### src/rtl/tar_pkg.sv
package tar_pkg;

  // sample in 1/8 degree steps, result in whole degrees
  typedef logic signed [15:0] sample_t;
  typedef logic signed [13:0] degrees_t;
  typedef logic [7:0]         warmup_t;

  localparam warmup_t    WARMUP_RESET = 8'd10;
  localparam int         FRAC_BITS    = 3;
  localparam logic [2:0] FRAC_MASK    = 3'h7;
  localparam logic [2:0] HALF_STEP    = 3'h4;

endpackage

### src/rtl/tar_ring.sv
module tar_ring #(
  parameter int DEPTH = 8,
  parameter int AW    = 3
) (
  input  logic             clk,
  input  logic             rst,
  input  logic             en,
  input  logic [AW-1:0]    addr,
  input  tar_pkg::sample_t wdata,
  output tar_pkg::sample_t rdata
);
  import tar_pkg::*;

  sample_t          mem [DEPTH];
  logic [DEPTH-1:0] filled;
  sample_t          rd_q;
  logic             rd_filled;

  // read-first: same-address read returns the entry being replaced
  always_ff @(posedge clk) begin
    if (en) begin
      rd_q          <= mem[addr];
      mem[addr]     <= wdata;
    end
  end

  // per-entry fill flags stand in for the cleared-at-reset contents
  always_ff @(posedge clk) begin
    if (rst) begin
      filled    <= '0;
      rd_filled <= 1'b0;
    end else if (en) begin
      rd_filled    <= filled[addr];
      filled[addr] <= 1'b1;
    end
  end

  assign rdata = rd_filled ? rd_q : sample_t'(0);

endmodule

### src/rtl/tar_out_queue.sv
module tar_out_queue #(
  parameter int DEPTH = 8
) (
  input  logic              clk,
  input  logic              rst,
  input  logic              push,
  input  tar_pkg::degrees_t push_data,
  output logic              out_valid,
  input  logic              out_stall,
  output tar_pkg::degrees_t out_data
);
  import tar_pkg::*;

  localparam int PW = (DEPTH > 1) ? $clog2(DEPTH) : 1;
  localparam int CW = $clog2(DEPTH + 1);

  degrees_t        entry [DEPTH];
  logic [PW-1:0]   wr_ptr;
  logic [PW-1:0]   rd_ptr;
  logic [CW-1:0]   count;
  logic            pop;

  assign out_valid = (count != '0);
  assign out_data  = entry[rd_ptr];
  assign pop       = out_valid && !out_stall;

  always_ff @(posedge clk) begin
    if (push) begin
      entry[wr_ptr] <= push_data;
    end
  end

  always_ff @(posedge clk) begin
    if (rst) begin
      wr_ptr <= '0;
      rd_ptr <= '0;
      count  <= '0;
    end else begin
      if (push) begin
        wr_ptr <= (wr_ptr == PW'(DEPTH - 1)) ? '0 : wr_ptr + 1'b1;
      end
      if (pop) begin
        rd_ptr <= (rd_ptr == PW'(DEPTH - 1)) ? '0 : rd_ptr + 1'b1;
      end
      case ({push, pop})
        2'b10:   count <= count + 1'b1;
        2'b01:   count <= count - 1'b1;
        default: count <= count;
      endcase
    end
  end

endmodule

### src/rtl/temperature_average_and_round.sv
// Beat path: ring read, running total, magnitude, multiply, select, output queue.
// Throughput: one beat per cycle while in_stall is low; ring RAM read-first, once per beat.
// Up to 8 beats may be in flight; in_stall rises only when the output queue backs up.
// Reset (rst, synchronous): ring reads as zero, total, slot and warm-up count cleared,
// warmup_samples back to 10, pipeline and output queue emptied.
module temperature_average_and_round #(
  parameter int AVG_DEPTH = 8
) (
  input  logic              clk,
  input  logic              rst,
  input  logic              cfg_wr_en,
  input  tar_pkg::warmup_t  cfg_wr_data,
  input  logic              in_valid,
  output logic              in_stall,
  input  tar_pkg::sample_t  sample_eighths,
  output logic              out_valid,
  input  logic              out_stall,
  output tar_pkg::degrees_t degrees_rounded
);
  import tar_pkg::*;

  localparam int LOG = $clog2(AVG_DEPTH);
  localparam int AW  = (LOG > 0) ? LOG : 1;
  // running total of AVG_DEPTH 16-bit samples
  localparam int TW  = 16 + LOG;
  // reciprocal: floor(x / N) == (x * ceil(2^S / N)) >> S for every x < 2^TW
  localparam int S   = TW + LOG;
  localparam int MW  = S + 1;
  localparam longint MULT = ((longint'(1) << S) + AVG_DEPTH - 1) / AVG_DEPTH;
  localparam logic [MW-1:0] MULT_V = MW'(MULT);
  localparam int PW  = TW + MW;
  // credit window: pipeline stages plus output queue
  localparam int QDEPTH = 8;
  localparam int CW  = $clog2(QDEPTH + 1);

  // ---------------------------------------------------------------------------
  // Handshake and credits. Every beat in the pipe has a queue slot waiting,
  // so the pipe never stalls internally.
  // ---------------------------------------------------------------------------
  logic          accept;
  logic          take;
  logic [CW-1:0] in_flight;

  assign in_stall = (in_flight == CW'(QDEPTH));
  assign accept   = in_valid && !in_stall;
  assign take     = out_valid && !out_stall;

  always_ff @(posedge clk) begin
    if (rst) begin
      in_flight <= '0;
    end else begin
      case ({accept, take})
        2'b10:   in_flight <= in_flight + 1'b1;
        2'b01:   in_flight <= in_flight - 1'b1;
        default: in_flight <= in_flight;
      endcase
    end
  end

  // ---------------------------------------------------------------------------
  // Configuration and warm-up tracking. Warm-up decision is made at accept.
  // ---------------------------------------------------------------------------
  warmup_t warmup_samples;
  warmup_t warmup_seen;
  logic    pass_raw;

  assign pass_raw = (warmup_seen < warmup_samples);

  always_ff @(posedge clk) begin
    if (rst) begin
      warmup_samples <= WARMUP_RESET;
    end else if (cfg_wr_en) begin
      warmup_samples <= cfg_wr_data;
    end
  end

  always_ff @(posedge clk) begin
    if (rst) begin
      warmup_seen <= '0;
    end else if (accept && pass_raw) begin
      warmup_seen <= warmup_seen + 1'b1;
    end
  end

  // ---------------------------------------------------------------------------
  // Stage 0: ring RAM access at the write slot. The new sample replaces the
  // oldest one and the old value comes back in the following cycle.
  // ---------------------------------------------------------------------------
  logic [AW-1:0] write_slot;
  sample_t       ring_old;

  always_ff @(posedge clk) begin
    if (rst) begin
      write_slot <= '0;
    end else if (accept) begin
      write_slot <= (write_slot == AW'(AVG_DEPTH - 1)) ? '0 : write_slot + 1'b1;
    end
  end

  tar_ring #(
    .DEPTH (AVG_DEPTH),
    .AW    (AW)
  ) u_ring (
    .clk   (clk),
    .rst   (rst),
    .en    (accept),
    .addr  (write_slot),
    .wdata (sample_eighths),
    .rdata (ring_old)
  );

  logic    v1, v2, v3, v4, v5;
  sample_t smp1, smp2, smp3, smp4;
  logic    pass1, pass2, pass3, pass4;

  always_ff @(posedge clk) begin
    if (rst) begin
      v1 <= 1'b0;
      v2 <= 1'b0;
      v3 <= 1'b0;
      v4 <= 1'b0;
      v5 <= 1'b0;
    end else begin
      v1 <= accept;
      v2 <= v1;
      v3 <= v2;
      v4 <= v3;
      v5 <= v4;
    end
  end

  always_ff @(posedge clk) begin
    smp1  <= sample_eighths;
    pass1 <= pass_raw;
    smp2  <= smp1;
    pass2 <= pass1;
    smp3  <= smp2;
    pass3 <= pass2;
    smp4  <= smp3;
    pass4 <= pass3;
  end

  // ---------------------------------------------------------------------------
  // Stage 1: running total update (drop oldest, add newest).
  // ---------------------------------------------------------------------------
  logic signed [TW-1:0] running_total;
  logic signed [TW-1:0] old_ext;
  logic signed [TW-1:0] new_ext;

  assign old_ext = TW'(ring_old);
  assign new_ext = TW'(smp1);

  always_ff @(posedge clk) begin
    if (rst) begin
      running_total <= '0;
    end else if (v1) begin
      running_total <= running_total - old_ext + new_ext;
    end
  end

  // ---------------------------------------------------------------------------
  // Stage 2: sign and magnitude, so the divide truncates toward zero.
  // Most negative total negates to its own bit pattern, the right magnitude.
  // ---------------------------------------------------------------------------
  logic [TW-1:0] mag3;
  logic          neg3;

  always_ff @(posedge clk) begin
    neg3 <= running_total[TW-1];
    mag3 <= running_total[TW-1] ? TW'(-running_total) : TW'(running_total);
  end

  // ---------------------------------------------------------------------------
  // Stage 3: reciprocal multiply for the divide by AVG_DEPTH.
  // ---------------------------------------------------------------------------
  logic [PW-1:0] prod4;
  logic          neg4;

  always_ff @(posedge clk) begin
    neg4  <= neg3;
    prod4 <= PW'(mag3) * PW'(MULT_V);
  end

  // ---------------------------------------------------------------------------
  // Stage 4: restore sign, pick raw sample during warm-up.
  // ---------------------------------------------------------------------------
  logic [15:0]        quot;
  logic signed [16:0] mean17;
  sample_t            chosen5;

  assign quot   = prod4[S +: 16];
  assign mean17 = neg4 ? -$signed({1'b0, quot}) : $signed({1'b0, quot});

  always_ff @(posedge clk) begin
    chosen5 <= pass4 ? smp4 : sample_t'(mean17[15:0]);
  end

  // ---------------------------------------------------------------------------
  // Stage 5: round to whole degrees (floor shift, up when fraction >= half).
  // ---------------------------------------------------------------------------
  logic signed [12:0] whole;
  logic [2:0]         frac;
  logic               round_up;
  degrees_t           rounded;

  assign whole    = chosen5[15:FRAC_BITS];
  assign frac     = chosen5[2:0] & FRAC_MASK;
  assign round_up = (frac >= HALF_STEP);
  assign rounded  = degrees_t'(whole) + degrees_t'({13'b0, round_up});

  tar_out_queue #(
    .DEPTH (QDEPTH)
  ) u_out_queue (
    .clk       (clk),
    .rst       (rst),
    .push      (v5),
    .push_data (rounded),
    .out_valid (out_valid),
    .out_stall (out_stall),
    .out_data  (degrees_rounded)
  );

endmodule
### config.mk
export PLATFORM = sky130hd
export DESIGN_NAME = temperature_average_and_round
export DESIGN_NICKNAME = d
export VERILOG_FILES = /design/src/rtl/tar_pkg.sv /design/src/rtl/tar_ring.sv /design/src/rtl/tar_out_queue.sv /design/src/rtl/temperature_average_and_round.sv
export SDC_FILE = /design/constraint.sdc
export NUM_CORES = 1
export LEC_CHECK = 0
export ABC_AREA = 1
export BUFFER_PORTS_ARGS = -buffer_cell sky130_fd_sc_hd__buf_2
export CORE_MARGIN = 3
export CORE_UTILIZATION = 63
export CTS_CLUSTER_SIZE = 16
export DETAILED_ROUTE_END_ITERATION = 8
export PLACE_DENSITY = 0.82
export SYNTH_ARGS = -nofsm -noshare
export SYNTH_HDL_FRONTEND = slang
export SYNTH_SLANG_ARGS = --single-unit
### constraint.sdc
create_clock -name clk -period 4.63 [get_ports clk]
set_input_delay 0.2315 -clock clk [delete_from_list [all_inputs] [get_ports clk]]
set_output_delay 0.2315 -clock clk [all_outputs]
set_load 0.005 [all_outputs]
## Word-level counts from Yosys, hierarchy flattened

Memories as Yosys holds them, arrays and structs flattened. A register that Yosys moved wholly into a read port is not among the register bits.
Cells that the tools add are included.

| storage, ports and cells | value |
|---|---|
| register bits | 190 |
| RAM bits | 240 |
| input bits | 29 |
| word-level logic and storage cells | 85 |
| memories kept | 2 |

| cells by class | value |
|---|---|
| $add $sub $neg | 13 |
| magnitude comparators | 4 |
| equality and inequality tests | 8 |
| mux-type cells | 19 |
| bitwise operators | 1 |
| reduce and logical (&&, ||, !) cells | 9 |

Memory list:

| memory | words | width | read ports | clocked after Yosys merged registers in | write ports | RTL line | RTL |
|---|---|---|---|---|---|---|---|
| u_ring.mem | 8 | 16 | 1 | 1 | 1 | tar_ring.sv:14 | `sample_t mem [DEPTH];` |
| u_out_queue.entry | 8 | 14 | 1 | 1 | 1 | tar_out_queue.sv:17 | `degrees_t entry [DEPTH];` |

Operators by type and width:

| cell | number |
|---|---|
| two-way mux 16 bit | 3 |
| adder 19 x 16 -> 19 bit | 1 |
| negation 19 bit | 1 |
| subtractor 19 x 16 -> 19 bit | 1 |
| two-way mux 18 bit | 1 |
| negation 16 bit | 1 |
| one-hot mux 4 bit (2 select lines) | 2 |
| two-way mux 3 bit | 5 |
| adder 13 x 2 -> 14 bit | 1 |
| adder 3 x 1 -> 3 bit (second input constant) | 3 |
| equality test 3 bit (second input constant) | 3 |
| adder 4 x 1 -> 4 bit (second input constant) | 2 |
| adder 8 x 1 -> 8 bit (second input constant) | 1 |
| < comparator 8 bit | 1 |
| OR 8 bit | 1 |
| subtractor 4 x 1 -> 4 bit (second input constant) | 2 |
| two-way mux 1 bit | 6 |
| equality test 2 x 1 -> 1 bit (second input constant) | 2 |
| equality test 2 bit (second input constant) | 2 |
| equality test 4 bit (second input constant) | 1 |
| logical AND 1 bit | 4 |
| < comparator 3 x 4 -> 1 bit (second input constant) | 1 |
| nonzero test 2 bit | 2 |
| nonzero test 4 bit | 1 |
| other kinds (5) | 6 |

## Longest topological paths before layout

| depth | value |
|---|---|
| depth after elaboration | 5 |
| mapped depth | 19 |
| depth with buffers taken out | 17 |

## Cells and area by module

Synthesis repeated with hierarchy kept, for this count alone.

| second synthesis, totals | value |
|---|---|
| cells, all modules | 1789 |
| area, all modules | 18148.7 um^2 |

Modules (own cells, without submodules):

| module | times used | cells an instance | area an instance (um^2) | seq. area each (um^2) |
|---|---|---|---|---|
| temperature_average_and_round | 1 | 850 | 7001.7 | 3143.0 |
| tar_ring | 1 | 531 | 6094.6 | 4504.3 |
| tar_out_queue | 1 | 408 | 5052.3 | 3623.5 |

## Worst setup path after synthesis

OpenSTA, ideal clock, no wires.

| timing | value |
|---|---|
| kind | register -> register |
| start | reg u_ring.rd_filled |
| end | reg running_total[17] |
| library setup time | 0.109 ns |
| arrival | 2.394 ns |
| path slack | 2.127 ns |
| cell stages (with the launch flop) | 20 |
| buffers on the path | 2 |
| clock period less this slack | 2.503 ns |
| cell sequence | dfxtp_1 clkbuf_1 clkbuf_1 nand2_1 inv_1 fa_1 inv_1 ha_1 nand2_1 inv_1 nand2_1 nand2_1 inv_1 nor2_1 nor2_1 nand2_1 nand2_1 nand3_1 nand2_1 inv_1 |

| between the ends | value |
|---|---|
| longest elaborated chain between the ends | 3 |

Ends and longest elaborated chain:

| item | RTL line | RTL |
|---|---|---|
| from (decl) | tar_ring.sv:17 | `logic rd_filled;` |
| from (signal assigned) | tar_ring.sv:33 | `rd_filled <= filled[addr];` |
| two-way mux 16 bit | tar_ring.sv:38 | `assign rdata = rd_filled ? rd_q : sample_t'(0);` |
| subtractor 19 x 16 -> 19 bit | temperature_average_and_round.sv:157 | `running_total <= running_total - old_ext + new_ext;` |
| adder 19 x 16 -> 19 bit | temperature_average_and_round.sv:157 |  |
| to (signal assigned) | temperature_average_and_round.sv:157 |  |
| to (decl) | temperature_average_and_round.sv:146 | `logic signed [TW-1:0] running_total;` |

Every way passes these cells.
A chain may end at the register's enable or synchronous reset.

==> impl_metrics.tcl <==
set metrics [dict create \
    status "finished clean" \
    io_pins 45 \
    finalSetupTns_ns 0 \
    row_count 60 \
    leakage_uw 0.008065 \
    design.core.area_sq_um 27100 \
    fin_nets 1793 \
    hp-class "in2reg" \
    ys_warn_count 0 \
    p_seq_frac 0.442 \
    cp.arrival_ns 2.57 \
    grt_pass1_vias 11867 \
    start_kind "flip-flop" \
    cts_root_buf "clkbuf_16" \
    synthSimpleGateAreaFrac 0.1358 \
    synth-compound-area-share 0.09000 \
    muxShareOfSynthArea 0 \
    p_int_uw 7276 \
    synth_area_per_cell_sq_um 10.83 \
    gr-usage-all-layers 0.2443 \
    synth-seq-cells 435 \
    power_density_nw_per_um2 524.9 \
    slew_headroom 0.2961 \
    wire_per_inst_microns 17.35 \
    setup_viol 0 \
    synth_ff_type "edfxtp_1" \
    cp_common_cell "buf_4" \
    rsz0062_at_grt "false" \
    drv_slew 0 \
    drt_iter0_drc 989 \
    grt_first_pass_wirelength_microns 59160 \
    synthXorXnorAreaFrac 0.02002 \
    crit_type "reg2out" \
    antenna_found_initial 0 \
    cp_slowest_cell "buf_4" \
    synth_fa_ha_area_frac 0.05290 \
    fillCellCount 1818 \
    synthCells 1616 \
    fin_crit_ns 2.803 \
    clkTransAtPathRegs_ns 0.06 \
    fin_skew_ns 0.01171 \
    finalInstanceArea_sq_um 19780 \
    multiInputGateArea_sq_um 5241 \
    die_x_microns 172.7 \
    yosysUniqueCellTypes 47 \
    combPwrFrac 0.225 \
    regArea_sq_um 11270 \
    layout_common_cells "edfxtp_1, nand2_1, inv_1" \
    critPathMaxFanout 57 \
    cts_buffer_depth 3 \
    hold_viol 0 \
    clk_latency_ns 0.53 \
    synth_top_family_by_area "simple AND/OR/NAND/NOR gates" \
    crit_path_end_kind "output pin" \
    dp_hpwl_microns 22590 \
    synth-async-reset-ratio 0 \
    critical_path.cell_chain "buf_4 -> inv_1 -> buf_4 -> o21ai_0 -> o22ai_1 -> nor2_1 -> a31oi_1 -> buf_2" \
    period_share 0.6055 \
    fmax_ghz 0.3567 \
    swShare 0.2993 \
    drive_gt1_frac 0.08929 \
    required_ns 4.40 \
    gr-total-overflow 0 \
    final_common_cell "edfxtp_1" \
    drv_cap 0 \
    numPortBuffers 44 \
    ys_seq_area_frac 0.6439 \
    wl_microns 36570 \
    vias_per_cell 5.561 \
    ant_nets 0 \
    finalWeightedCongestion 0.9044 \
    fin_util 0.7299 \
    diodes 0 \
    floorplan.initialDensity 0.6458 \
    power_frac_clock 0.332 \
    first_pass_iters 5 \
    post_cts_resized 0 \
    cts_hold_buffers 28 \
    netlist_area_sq_um 17500 \
    area_delta_synth_final_pct 13.02 \
    cts_tree "built" \
    design.die.area_sq_um 29820 \
    vias 11722 \
    place_area_sq_um 18080 \
    synth_edf_count 256 \
    cpLargestDelayFamily "buffers and inverters" \
    max_stage_delay_ns 0.45 \
    htree_levels 2 \
    dieHeight_microns 172.7 \
    cts_buffers 43 \
    cts.sinks 435 \
    postCtsSetupBuffers 0 \
    drcViolationCount 0 \
    path_buf_inv 4 \
    max-vdd-ir-drop_mv 0.4024 \
    worstMarginPinSlew_ns 1.055 \
    synthesis.nets 1707 \
    switchingPower_uw 3108 \
    grt_max_degree 58 \
]
[routing by layer]
metal,track usage,routed length (microns)
met1,0.2957,14190
met2,0.4486,19200
met3,0.03426,2322
met4,0.08581,853
met5,0,0
[cell families (layout without fill, tap and decap cells)]
kind of cell,after synthesis,after routing
AND/OR/NAND/NOR,560,560
adder cells (fa/ha/maj),62,62
flip-flops,435,435
XOR/XNOR,40,40
AO/OA/AOI/OAI,270,270
buffers and inverters,249,369
[worst paths after layout]
| path | startpoint | endpoint | slack (ns) | cells past startpoint |
|---|---|---|---|---|
| setup reg to reg | u_ring.rd_filled | running_total[17] | 1.93 | 15 |
| hold / removal | cfg_wr_en | warmup_samples[0] | 0.04 | 3 |
| hold reg to reg | mag3[3] | prod4[22] | 0.33 | 0 |
| setup / recovery | flip-flop | degrees_rounded[7] | 1.83 | 8 |
[flip-flops by register name, indices dropped and copies added (netlist names), 16 cells and up, named ones only]
signal             count
u_ring.mem           128
u_out_queue.entry    112
running_total         19
mag3                  16
prod4                 16
smp1                  16
u_ring.rd_q           16
[power groups by stage]
| stage | registers (uW) | clock network (uW) | logic, uW |
|---|---|---|---|
| 6_report | 4590 | 3450 | 2340 |
| 4_1_cts | 4590 | 3490 | 2340 |
| 2_1_floorplan | 4600 | 0 | 1700 |
| 3_3_place_gp | 4650 | 0 | 2220 |
| 3_5_place_dp | 4660 | 0 | 2300 |
| 5_1_grt | 4620 | 3660 | 2650 |
[area by class of cell]
class	count	share of cell area
flip-flops and latches	435	0.5698
multi-input cells	932	0.2650
clock buffers	56	0.06161
inverters	200	0.03795
repair buffers	90	0.03213
well taps	372	0.02353
clock inverters	23	0.01006
[synthesized netlist by cell type (2+ instances only)]
cell type  count  share of area
buf_2         20         0.0057
a221oi_1      14         0.0070
clkinv_1       2        0.00043
nor4_1         2        0.00071
a221oi_2       2         0.0017
buf_6          4         0.0026
nand3_1       71          0.020
fa_1          20          0.023
o21ai_0      106          0.030
nor2_4         3         0.0019
and3_1         4         0.0014
a31oi_1       15         0.0054
dfxtp_1      179           0.20
nand2_2        3         0.0011
o21a_1        10         0.0043
edfxtp_1     256           0.44
a21oi_1       73          0.021
xor2_1        29          0.015
a22oi_1       29          0.012
o21ai_1        2        0.00057
nor2_2         3         0.0011
xnor2_1       11         0.0055
inv_1        190          0.041
buf_1          2        0.00043
ha_1          42          0.030
nor3_1         9         0.0026
nand4_1       23         0.0082
nand2_1      250          0.054
nand3_2        2         0.0011
inv_2          8         0.0017
nor2_1       183          0.039
o22ai_1       14         0.0050
clkbuf_1      21         0.0045
[per-stage QoR]
step | total power [uW] | setup WS [ns] | std cells | hold slack [ns]
finish | 10380 | 1.827 | 2108 | 0.04291
global route | 10930 | 1.623 | 2108 | 0.07811
floorplan | 6302 | 2.127 | 1616 | 0.2592
global placement | 6875 | 1.951 | 2001 | 0.3098
CTS | 10410 | 1.855 | 2108 | 0.01979
detailed placement | 6963 | 1.934 | 2001 | 0.3121
[tightest hold or removal path: cells and delay by family]
family / cells / cell delay (ns)
buf+inv: 1 / 0.13
compound gates: 1 / 0.10
simple gates: 1 / 0.08
Note: power is estimated with default switching activity, not from simulation.
